--- config.mk ---
export PLATFORM = sky130hd
export DESIGN_NAME = sorted_timer_queue_unit
export DESIGN_NICKNAME = d
export VERILOG_FILES = /design/src/hw/rtl/stq_pkg.sv /design/src/hw/rtl/stq_front.sv /design/src/hw/rtl/stq_cells.sv /design/src/hw/rtl/stq_back.sv /design/src/hw/rtl/sorted_timer_queue_unit.sv
export SDC_FILE = /design/constraint.sdc
export NUM_CORES = 2
export LEC_CHECK = 0
export BUFFER_PORTS_ARGS = -buffer_cell sky130_fd_sc_hd__buf_2
export CAP_MARGIN = 40
export CORE_MARGIN = 2
export CORE_UTILIZATION = 50
export DETAILED_ROUTE_END_ITERATION = 8
export PLACE_DENSITY = 0.66
export SKIP_LAST_GASP = 1
export SLEW_MARGIN = 20
export SYNTH_ARGS = -nofsm -noshare
export SYNTH_HDL_FRONTEND = slang
export SYNTH_SLANG_ARGS = --single-unit
--- constraint.sdc ---
create_clock -name clk_i -period 14.7 [get_ports clk_i]
set_input_delay 1.47 -clock clk_i [delete_from_list [all_inputs] [get_ports clk_i]]
set_output_delay 1.47 -clock clk_i [all_outputs]
set_load 0.05 [all_outputs]
--- src/hw/rtl/stq_pkg.sv ---
// shared types, constants and helpers of the sorted timer queue
package stq_pkg;

  localparam int unsigned DEPTH       = 16;
  localparam int unsigned MAX_RESULTS = 16;
  localparam int unsigned QUEUE_DEPTH = 2;
  localparam int unsigned EXP_CNT_W   = $clog2(MAX_RESULTS + 1);

  localparam int unsigned KIND_W   = 2;
  localparam int unsigned DELAY_W  = 31;
  localparam int unsigned ID_W     = 16;
  localparam int unsigned STATUS_W = 3;
  localparam int unsigned TIME_W   = 32;

  typedef enum logic [KIND_W-1:0] {
    KIND_ADD  = 2'd0,
    KIND_DEL  = 2'd1,
    KIND_TICK = 2'd2
  } kind_e;

  typedef enum logic [STATUS_W-1:0] {
    STATUS_ADDED     = 3'd0,
    STATUS_FULL      = 3'd1,
    STATUS_DELETED   = 3'd2,
    STATUS_NOT_FOUND = 3'd3,
    STATUS_EXPIRED   = 3'd4,
    STATUS_NONE      = 3'd5
  } status_e;

  typedef enum logic [1:0] {
    OP_NOP,
    OP_INS,
    OP_DEL,
    OP_POP
  } cell_op_e;

  typedef enum logic {
    BK_IDLE,
    BK_EXPIRE
  } back_state_e;

  typedef struct packed {
    kind_e              kind;
    logic [DELAY_W-1:0] delay;
    logic [ID_W-1:0]    id;
  } item_t;

  typedef struct packed {
    cell_op_e           op;
    logic [TIME_W-1:0]  deadline;
    logic [ID_W-1:0]    id;
    logic [TIME_W-1:0]  now;
  } cell_cmd_t;

  typedef struct packed {
    logic            head_due;
    logic            next_due;
    logic            found;
    logic            full;
    logic [ID_W-1:0] head_id;
  } cell_stat_t;

  // a strictly earlier than b, by sign of the wrapping difference
  function automatic logic is_before(input logic [TIME_W-1:0] a,
                                     input logic [TIME_W-1:0] b);
    logic [TIME_W-1:0] diff;
    diff = a - b;
    return diff[TIME_W-1];
  endfunction

endpackage

--- src/hw/rtl/stq_front.sv ---
// front end: accepts items, drops unused kinds, queues commands for the back end
module stq_front (
  input  logic                          clk_i,
  input  logic                          rst_ni,
  input  logic                          in_valid_i,
  output logic                          in_ready_o,
  input  logic [stq_pkg::KIND_W-1:0]    kind_i,
  input  logic [stq_pkg::DELAY_W-1:0]   delay_ms_i,
  input  logic [stq_pkg::ID_W-1:0]      timer_id_i,
  output logic                          cmd_valid_o,
  input  logic                          cmd_ready_i,
  output stq_pkg::item_t                cmd_o
);

  localparam int unsigned PtrW = (stq_pkg::QUEUE_DEPTH > 1) ? $clog2(stq_pkg::QUEUE_DEPTH) : 1;
  localparam int unsigned CntW = $clog2(stq_pkg::QUEUE_DEPTH + 1);

  stq_pkg::item_t  q_mem [stq_pkg::QUEUE_DEPTH];
  logic [PtrW-1:0] wr_ptr_q, wr_ptr_d, rd_ptr_q, rd_ptr_d;
  logic [CntW-1:0] cnt_q, cnt_d;
  logic            kind_ok, push, pop;
  stq_pkg::item_t  new_item;

  always_comb begin
    unique case (kind_i)
      stq_pkg::KIND_ADD,
      stq_pkg::KIND_DEL,
      stq_pkg::KIND_TICK: kind_ok = 1'b1;
      default:            kind_ok = 1'b0;
    endcase
  end

  assign new_item.kind  = stq_pkg::kind_e'(kind_i);
  assign new_item.delay = delay_ms_i;
  assign new_item.id    = timer_id_i;

  assign in_ready_o  = (cnt_q != CntW'(stq_pkg::QUEUE_DEPTH));
  assign cmd_valid_o = (cnt_q != '0);
  assign cmd_o       = q_mem[rd_ptr_q];

  assign push = in_valid_i && in_ready_o && kind_ok;
  assign pop  = cmd_valid_o && cmd_ready_i;

  always_comb begin
    wr_ptr_d = wr_ptr_q;
    rd_ptr_d = rd_ptr_q;
    cnt_d    = cnt_q;
    if (push) begin
      wr_ptr_d = (wr_ptr_q == PtrW'(stq_pkg::QUEUE_DEPTH - 1)) ? '0 : wr_ptr_q + 1'b1;
    end
    if (pop) begin
      rd_ptr_d = (rd_ptr_q == PtrW'(stq_pkg::QUEUE_DEPTH - 1)) ? '0 : rd_ptr_q + 1'b1;
    end
    if (push && !pop) begin
      cnt_d = cnt_q + 1'b1;
    end else if (pop && !push) begin
      cnt_d = cnt_q - 1'b1;
    end
  end

  always_ff @(posedge clk_i or negedge rst_ni) begin
    if (!rst_ni) begin
      wr_ptr_q <= '0;
      rd_ptr_q <= '0;
      cnt_q    <= '0;
    end else begin
      wr_ptr_q <= wr_ptr_d;
      rd_ptr_q <= rd_ptr_d;
      cnt_q    <= cnt_d;
    end
  end

  always_ff @(posedge clk_i) begin
    if (push) begin
      q_mem[wr_ptr_q] <= new_item;
    end
  end

endmodule

--- src/hw/rtl/stq_cells.sv ---
// row of sorted timer cells with parallel compare, shift insert and shift remove
module stq_cells #(
  parameter int unsigned Depth = stq_pkg::DEPTH
) (
  input  logic                clk_i,
  input  logic                rst_ni,
  input  stq_pkg::cell_cmd_t  cmd_i,
  output stq_pkg::cell_stat_t stat_o
);

  localparam int unsigned CntW = $clog2(Depth + 1);

  logic [stq_pkg::TIME_W-1:0] dl_q   [Depth];
  logic [stq_pkg::ID_W-1:0]   id_q   [Depth];
  logic [stq_pkg::TIME_W-1:0] dl_prev[Depth];
  logic [stq_pkg::TIME_W-1:0] dl_next[Depth];
  logic [stq_pkg::ID_W-1:0]   id_prev[Depth];
  logic [stq_pkg::ID_W-1:0]   id_next[Depth];
  logic [CntW-1:0]            cnt_q, cnt_d;
  logic [Depth-1:0]           valid, ins_hit, del_hit, ins_excl, del_excl;

  // neighbor taps
  for (genvar g = 0; g < Depth; g++) begin : g_nb
    if (g == 0) begin : g_first
      assign dl_prev[g] = dl_q[g];
      assign id_prev[g] = id_q[g];
    end else begin : g_mid
      assign dl_prev[g] = dl_q[g-1];
      assign id_prev[g] = id_q[g-1];
    end
    if (g == Depth - 1) begin : g_last
      assign dl_next[g] = dl_q[g];
      assign id_next[g] = id_q[g];
    end else begin : g_rest
      assign dl_next[g] = dl_q[g+1];
      assign id_next[g] = id_q[g+1];
    end
  end

  // per-cell compares; free cells always take an insert
  always_comb begin
    for (int i = 0; i < Depth; i++) begin
      valid[i]   = (CntW'(i) < cnt_q);
      ins_hit[i] = !valid[i] || stq_pkg::is_before(cmd_i.deadline, dl_q[i]);
      del_hit[i] = valid[i] && (id_q[i] == cmd_i.id);
    end
  end

  // hit somewhere below each cell
  always_comb begin
    for (int i = 0; i < Depth; i++) begin
      ins_excl[i] = |(ins_hit & ((Depth'(1) << i) - Depth'(1)));
      del_excl[i] = |(del_hit & ((Depth'(1) << i) - Depth'(1)));
    end
  end

  always_ff @(posedge clk_i) begin
    for (int i = 0; i < Depth; i++) begin
      unique case (cmd_i.op)
        stq_pkg::OP_NOP: ;
        stq_pkg::OP_INS: begin
          if (ins_excl[i]) begin
            dl_q[i] <= dl_prev[i];
            id_q[i] <= id_prev[i];
          end else if (ins_hit[i]) begin
            dl_q[i] <= cmd_i.deadline;
            id_q[i] <= cmd_i.id;
          end
        end
        stq_pkg::OP_DEL: begin
          if (del_excl[i] || del_hit[i]) begin
            dl_q[i] <= dl_next[i];
            id_q[i] <= id_next[i];
          end
        end
        stq_pkg::OP_POP: begin
          dl_q[i] <= dl_next[i];
          id_q[i] <= id_next[i];
        end
      endcase
    end
  end

  always_comb begin
    cnt_d = cnt_q;
    unique case (cmd_i.op)
      stq_pkg::OP_NOP: ;
      stq_pkg::OP_INS: cnt_d = cnt_q + 1'b1;
      stq_pkg::OP_DEL: if (|del_hit) cnt_d = cnt_q - 1'b1;
      stq_pkg::OP_POP: cnt_d = cnt_q - 1'b1;
    endcase
  end

  always_ff @(posedge clk_i or negedge rst_ni) begin
    if (!rst_ni) begin
      cnt_q <= '0;
    end else begin
      cnt_q <= cnt_d;
    end
  end

  assign stat_o.head_due = (cnt_q != '0) && !stq_pkg::is_before(cmd_i.now, dl_q[0]);
  assign stat_o.found    = |del_hit;
  assign stat_o.full     = (cnt_q == CntW'(Depth));
  assign stat_o.head_id  = id_q[0];

  if (Depth > 1) begin : g_next_due
    assign stat_o.next_due = (cnt_q > CntW'(1)) && !stq_pkg::is_before(cmd_i.now, dl_q[1]);
  end else begin : g_no_next
    assign stat_o.next_due = 1'b0;
  end

endmodule

--- src/hw/rtl/stq_back.sv ---
// back end: time counter, command sequencer and result register
module stq_back (
  input  logic                           clk_i,
  input  logic                           rst_ni,
  input  logic                           cmd_valid_i,
  output logic                           cmd_ready_o,
  input  stq_pkg::item_t                 cmd_i,
  output stq_pkg::cell_cmd_t             cell_cmd_o,
  input  stq_pkg::cell_stat_t            cell_stat_i,
  output logic                           out_valid_o,
  input  logic                           out_ready_i,
  output logic [stq_pkg::STATUS_W-1:0]   status_o,
  output logic [stq_pkg::ID_W-1:0]       expired_id_o,
  output logic                           last_o
);

  stq_pkg::back_state_e            state_q, state_d;
  logic [stq_pkg::TIME_W-1:0]      time_q, time_d;
  logic [stq_pkg::EXP_CNT_W-1:0]   n_q, n_d;
  logic                            out_valid_q;
  logic [stq_pkg::STATUS_W-1:0]    status_q;
  logic [stq_pkg::ID_W-1:0]        exp_id_q;
  logic                            last_q;
  logic                            out_free, emit, exp_last;
  stq_pkg::status_e                res_status;
  logic [stq_pkg::ID_W-1:0]        res_id;
  logic                            res_last;

  assign out_free = !out_valid_q || out_ready_i;
  // the expiry now being emitted ends the list
  assign exp_last = (n_q == stq_pkg::EXP_CNT_W'(stq_pkg::MAX_RESULTS - 1)) ||
                    !cell_stat_i.next_due;

  always_comb begin
    state_d = state_q;
    unique case (state_q)
      stq_pkg::BK_IDLE: begin
        if (cmd_valid_i && out_free && cmd_i.kind == stq_pkg::KIND_TICK) begin
          state_d = stq_pkg::BK_EXPIRE;
        end
      end
      stq_pkg::BK_EXPIRE: begin
        if (out_free && (!cell_stat_i.head_due || exp_last)) begin
          state_d = stq_pkg::BK_IDLE;
        end
      end
    endcase
  end

  always_comb begin
    cmd_ready_o         = 1'b0;
    cell_cmd_o.op       = stq_pkg::OP_NOP;
    cell_cmd_o.deadline = time_q + {1'b0, cmd_i.delay};
    cell_cmd_o.id       = cmd_i.id;
    cell_cmd_o.now      = time_q;
    time_d              = time_q;
    n_d                 = n_q;
    emit                = 1'b0;
    res_status          = stq_pkg::STATUS_ADDED;
    res_id              = '0;
    res_last            = 1'b1;
    unique case (state_q)
      stq_pkg::BK_IDLE: begin
        if (cmd_valid_i && out_free) begin
          cmd_ready_o = 1'b1;
          unique case (cmd_i.kind)
            stq_pkg::KIND_ADD: begin
              emit = 1'b1;
              if (cell_stat_i.full) begin
                res_status = stq_pkg::STATUS_FULL;
              end else begin
                cell_cmd_o.op = stq_pkg::OP_INS;
                res_status    = stq_pkg::STATUS_ADDED;
              end
            end
            stq_pkg::KIND_DEL: begin
              emit          = 1'b1;
              cell_cmd_o.op = stq_pkg::OP_DEL;
              res_status    = cell_stat_i.found ? stq_pkg::STATUS_DELETED
                                                : stq_pkg::STATUS_NOT_FOUND;
            end
            stq_pkg::KIND_TICK: begin
              time_d = time_q + 1'b1;
              n_d    = '0;
            end
            default: ;
          endcase
        end
      end
      stq_pkg::BK_EXPIRE: begin
        if (out_free) begin
          emit = 1'b1;
          if (cell_stat_i.head_due) begin
            cell_cmd_o.op = stq_pkg::OP_POP;
            res_status    = stq_pkg::STATUS_EXPIRED;
            res_id        = cell_stat_i.head_id;
            res_last      = exp_last;
            n_d           = n_q + 1'b1;
          end else begin
            res_status = stq_pkg::STATUS_NONE;
          end
        end
      end
    endcase
  end

  always_ff @(posedge clk_i or negedge rst_ni) begin
    if (!rst_ni) begin
      state_q     <= stq_pkg::BK_IDLE;
      time_q      <= '0;
      n_q         <= '0;
      out_valid_q <= 1'b0;
    end else begin
      state_q <= state_d;
      time_q  <= time_d;
      n_q     <= n_d;
      if (out_free) begin
        out_valid_q <= emit;
      end
    end
  end

  always_ff @(posedge clk_i) begin
    if (emit) begin
      status_q <= res_status;
      exp_id_q <= res_id;
      last_q   <= res_last;
    end
  end

  assign out_valid_o  = out_valid_q;
  assign status_o     = status_q;
  assign expired_id_o = exp_id_q;
  assign last_o       = last_q;

endmodule

--- src/hw/rtl/sorted_timer_queue_unit.sv ---
// top level of the sorted timer queue
// Sorted timer queue: holds up to DEPTH timers ordered by a 32-bit millisecond
// deadline (wrapping, compared by signed difference). kind 0 adds a timer at
// now + delay_ms behind any equal deadlines, or answers full; kind 1 removes the
// first timer with a matching id; kind 2 advances time by one and lists every
// due head timer (at most 16 per tick, one result each, last set on the final
// one) or answers none; kind 3 is taken and ignored. Items pass a two-entry
// command queue, then a sequencer working on a row of DEPTH compare cells. The
// sequencer answers an add or delete from its idle state with one result; a tick
// moves it to an expiry state that pops one due head per result. The sequencer
// handles one item at a time and each result passes through the single output
// register. The front keeps taking items while the back works or the output
// stalls, until its queue is full.
module sorted_timer_queue_unit #(
  parameter int unsigned DEPTH = stq_pkg::DEPTH
) (
  input  logic                          clk_i,
  input  logic                          rst_ni,
  // item input
  input  logic                          in_valid_i,
  output logic                          in_ready_o,
  input  logic [stq_pkg::KIND_W-1:0]    kind_i,
  input  logic [stq_pkg::DELAY_W-1:0]   delay_ms_i,
  input  logic [stq_pkg::ID_W-1:0]      timer_id_i,
  // result output
  output logic                          out_valid_o,
  input  logic                          out_ready_i,
  output logic [stq_pkg::STATUS_W-1:0]  status_o,
  output logic [stq_pkg::ID_W-1:0]      expired_id_o,
  output logic                          last_o
);

  // command handoff between front and back
  logic                cmd_valid, cmd_ready;
  stq_pkg::item_t      cmd;
  // sequencer to cell row
  stq_pkg::cell_cmd_t  cell_cmd;
  stq_pkg::cell_stat_t cell_stat;

  // front: accept and classify, buffer up to two commands
  stq_front u_front (
    .clk_i       (clk_i),
    .rst_ni      (rst_ni),
    .in_valid_i  (in_valid_i),
    .in_ready_o  (in_ready_o),
    .kind_i      (kind_i),
    .delay_ms_i  (delay_ms_i),
    .timer_id_i  (timer_id_i),
    .cmd_valid_o (cmd_valid),
    .cmd_ready_i (cmd_ready),
    .cmd_o       (cmd)
  );

  // sorted storage: one compare cell per entry, the cells from the insert, delete or pop point onward shifting together
  stq_cells #(
    .Depth (DEPTH)
  ) u_cells (
    .clk_i  (clk_i),
    .rst_ni (rst_ni),
    .cmd_i  (cell_cmd),
    .stat_o (cell_stat)
  );

  // back: time base, per-command sequencing, registered results
  stq_back u_back (
    .clk_i        (clk_i),
    .rst_ni       (rst_ni),
    .cmd_valid_i  (cmd_valid),
    .cmd_ready_o  (cmd_ready),
    .cmd_i        (cmd),
    .cell_cmd_o   (cell_cmd),
    .cell_stat_i  (cell_stat),
    .out_valid_o  (out_valid_o),
    .out_ready_i  (out_ready_i),
    .status_o     (status_o),
    .expired_id_o (expired_id_o),
    .last_o       (last_o)
  );

endmodule

==> out/results.ini <==
[power_and_ir_drop]
leakagePower_nw = 28.4
p_per_area_nw_per_um2 = 234
total_power_w = 0.0164
vdd_ir_drop_max_uv = 199

[synth]
yosys_warnings = 0
synth_nets = 6902
ys_seq_area_share_pct = 43.8
syn_inst = 6270
ys_ff_latch = 934
synthFlopType = edfxtp_1
synth-edff-count = 886
synth_area_sq_um = 63500
async_reset_ff_share_pct = 5.14
syn_area_per_cell_sq_um = 10.1
synth_cell_types = 85

[place]
placed_area_sq_um = 66300
place_hpwl_mm = 135
portBuffers = 74
place_congestion = 0.908
place_ws_ps = 4460

[die]
initial_utilization_pct = 50.5
fp.dieW_um = 360
ioPinCount = 75
rows = 130
die_y_um = 360
core_sq_um = 126000
die_area_sq_um = 130000

[setup_path]
cp.required_ps = 15050
path_max_fanout = 48
crit_top_cell = a21oi_1
critPathCaptureType = flop
arrival_ps = 10480
r2r_slack_ps = 4570
critPathKind = flop to flop
start_kind = flop
cp_slowest_cell = dfrtp_4
critPathMaxStageDelay_ps = 660

[global_route]
first_global_vias = 46998
antenna_found_initial = 0
grt_use_total_pct = 27.0
grt_remaining_overflow = 0
grt_max_degree = 95
grt_first_pass_wirelength_mm = 275

[finish]
nFillCells = 10871
areaGrowthSynthToFinish_pct = 10.3
utilization_pct = 55.7
nets = 6869
drive_gt1_share_pct = 9.26
antennaDiodeCount = 0
fin_area_sq_um = 70100

[status]
status = complete, no violations

[timing]
max_slew_margin_pct = 39.4
setup_viol = 0
fin_crit_sh_pct = 68.9
worst_slew_pin_slew_ps = 906
rsz0062_at_grt = no
period_minus_slack_ps = 10130
fin_ws_ps = 4570
clock.fmax_mhz = 98.7
slew_viol_final = 0
finalHoldViolations = 0
finalClockSkew_ps = 23.6
tns_ps = 0

[clocking]
cts-buffers-inserted = 105
tritoncts = built
clockRootBuffer = clkbuf_16
htreeDepth = 3
cts_resized = 0
clkLatencyLatePin_ps = 730
cts_setup_buffers = 0
cts_hold_buf = 0
path_clk_slew_ps = 60
cts_num_sinks = 934
cts.path.max_buffers = 3

[detailed_routing]
drt_wl_total_mm = 179
drt_pass1_iterations = 6
drc = 0
initialDrtViolationCount = 4716
routed_via_density = 6.10
vias = 48694
drtAntennaViolNets = 0
routedWlPerCell_um = 22.4

[run]
cap_violations = 0

[worst_hold_path]
worstHoldPathType = flop to flop

-- cell usage in the layout, fill, tap and decap left out, drive strengths merged, types with 221 or more instances in the layout --
cell    instances
edfxtp        886
nand2         602
nor2          337
mux2i         377
buf           221
o21ai         489
inv           566
ha            578
a21oi         289
xnor2         307
-- final cells by class --
type,count,area (sq um),area share [%]
multi-input cells,4407,32600,46.5
flip-flops and latches,934,27800,39.7
clock buffers,140,2920,4.17
inverters,564,2120,3.02
well taps,1650,2060,2.95
repair buffers,225,1890,2.70
clock inverters,59,669,0.956
-- worst max-delay path, delay by kind of cell, from the launching register on --
family / cells / cell delay [ps]
buffers and inverters: 5 / 1560
muxes: 3 / 1040
and+or+nand+nor: 7 / 2170
adders and majority gates: 3 / 1050
AOI/OAI and AO/OA: 11 / 3200
DFF: 1 / 660
-- cell usage after synthesis, types with 43 or more instances --
master,number,area [sq um]
a211oi_1,54,405
a21o_1,102,766
a21oi_1,288,1440
a221o_1,148,1480
a22oi_1,43,323
buf_2,87,435
clkbuf_1,249,935
dfrtp_1,48,1200
edfxtp_1,886,26600
ha_1,578,7230
inv_1,564,2120
mux2_2,85,957
mux2i_1,372,3720
nand2_1,602,2260
nand3_1,147,736
nand4_1,103,644
nor2_1,337,1260
nor3_1,95,475
nor4_1,57,357
o21ai_0,442,2210
o21ai_1,47,235
o221ai_1,55,482
o31ai_1,45,338
xnor2_1,307,2690
-- path summary, 6_finish.rpt --
kind / from / endpoint / cells after the start
max: u_front.rd_ptr_q / u_cells.id_q[1][118] / 29
min: u_back.n_q[4] / u_back.n_q[4] / 2
max reg2reg: u_front.rd_ptr_q / u_cells.id_q[1][118] / 29
min reg2reg: u_back.n_q[4] / u_back.n_q[4] / 2
max in group asynchronous: rst_ni / u_front.rd_ptr_q / 2
min in group asynchronous: rst_ni / u_back.time_q[15] / 2
-- where the power goes --
group,total [W],internal [W],switching (W)
sequential,0.00527,0.00445,0.000812
clock,0.00276,0.00159,0.00117
combinational,0.00835,0.00310,0.00525
total,0.0164,0.00915,0.00723
-- metal layers --
metal  vias up  GRT usage, %  share of wire [%]
met5         -             0                  0
met4         0          10.2                3.7
met3       299          3.11                7.1
met2      1872          42.9                 45
met1     23497          37.9                 44
li1      23026             -                  -
-- state kept, by name, summed over array words and instances, names as in the netlist --
signal	cells
u_back.n_q	5
u_cells.cnt_q	5
u_front.wr_ptr_q	1
u_back.expired_id_o	16
u_back.time_q	32
u_cells.id_q	256
u_back.state_q	1
u_front.cnt_q	2
u_front.rd_ptr_q	1
u_front.q_mem	98
u_back.last_o	1
u_back.out_valid_o	1
u_cells.dl_q	512
u_back.status_o	3
-- per-stage QoR --
| stage | hold WS, ps | cells |
|---|---|---|
| 3_3_place_gp | 463 | 7738 |
| 2_1_floorplan | 449 | 6270 |
| 6_report | 500 | 7979 |
| 5_1_grt | 527 | 7979 |
| 3_5_place_dp | 481 | 7766 |
| 4_1_cts | 495 | 7965 |
-- logic make-up (layout without fill, tap and decap cells) --
logic type,after synthesis,count (layout),synth area share [%]
AND/OR/NAND/NOR,1557,1557,11.4
AO/OA/AOI/OAI,1447,1447,15.0
flip-flops,934,934,43.8
buffers and inverters,929,988,5.74
adder cells (fa/ha/maj),579,579,11.4
multiplexers,482,482,7.85
XOR/XNOR,342,342,4.76
No activity file was read; power rests on OpenSTA's default activity.
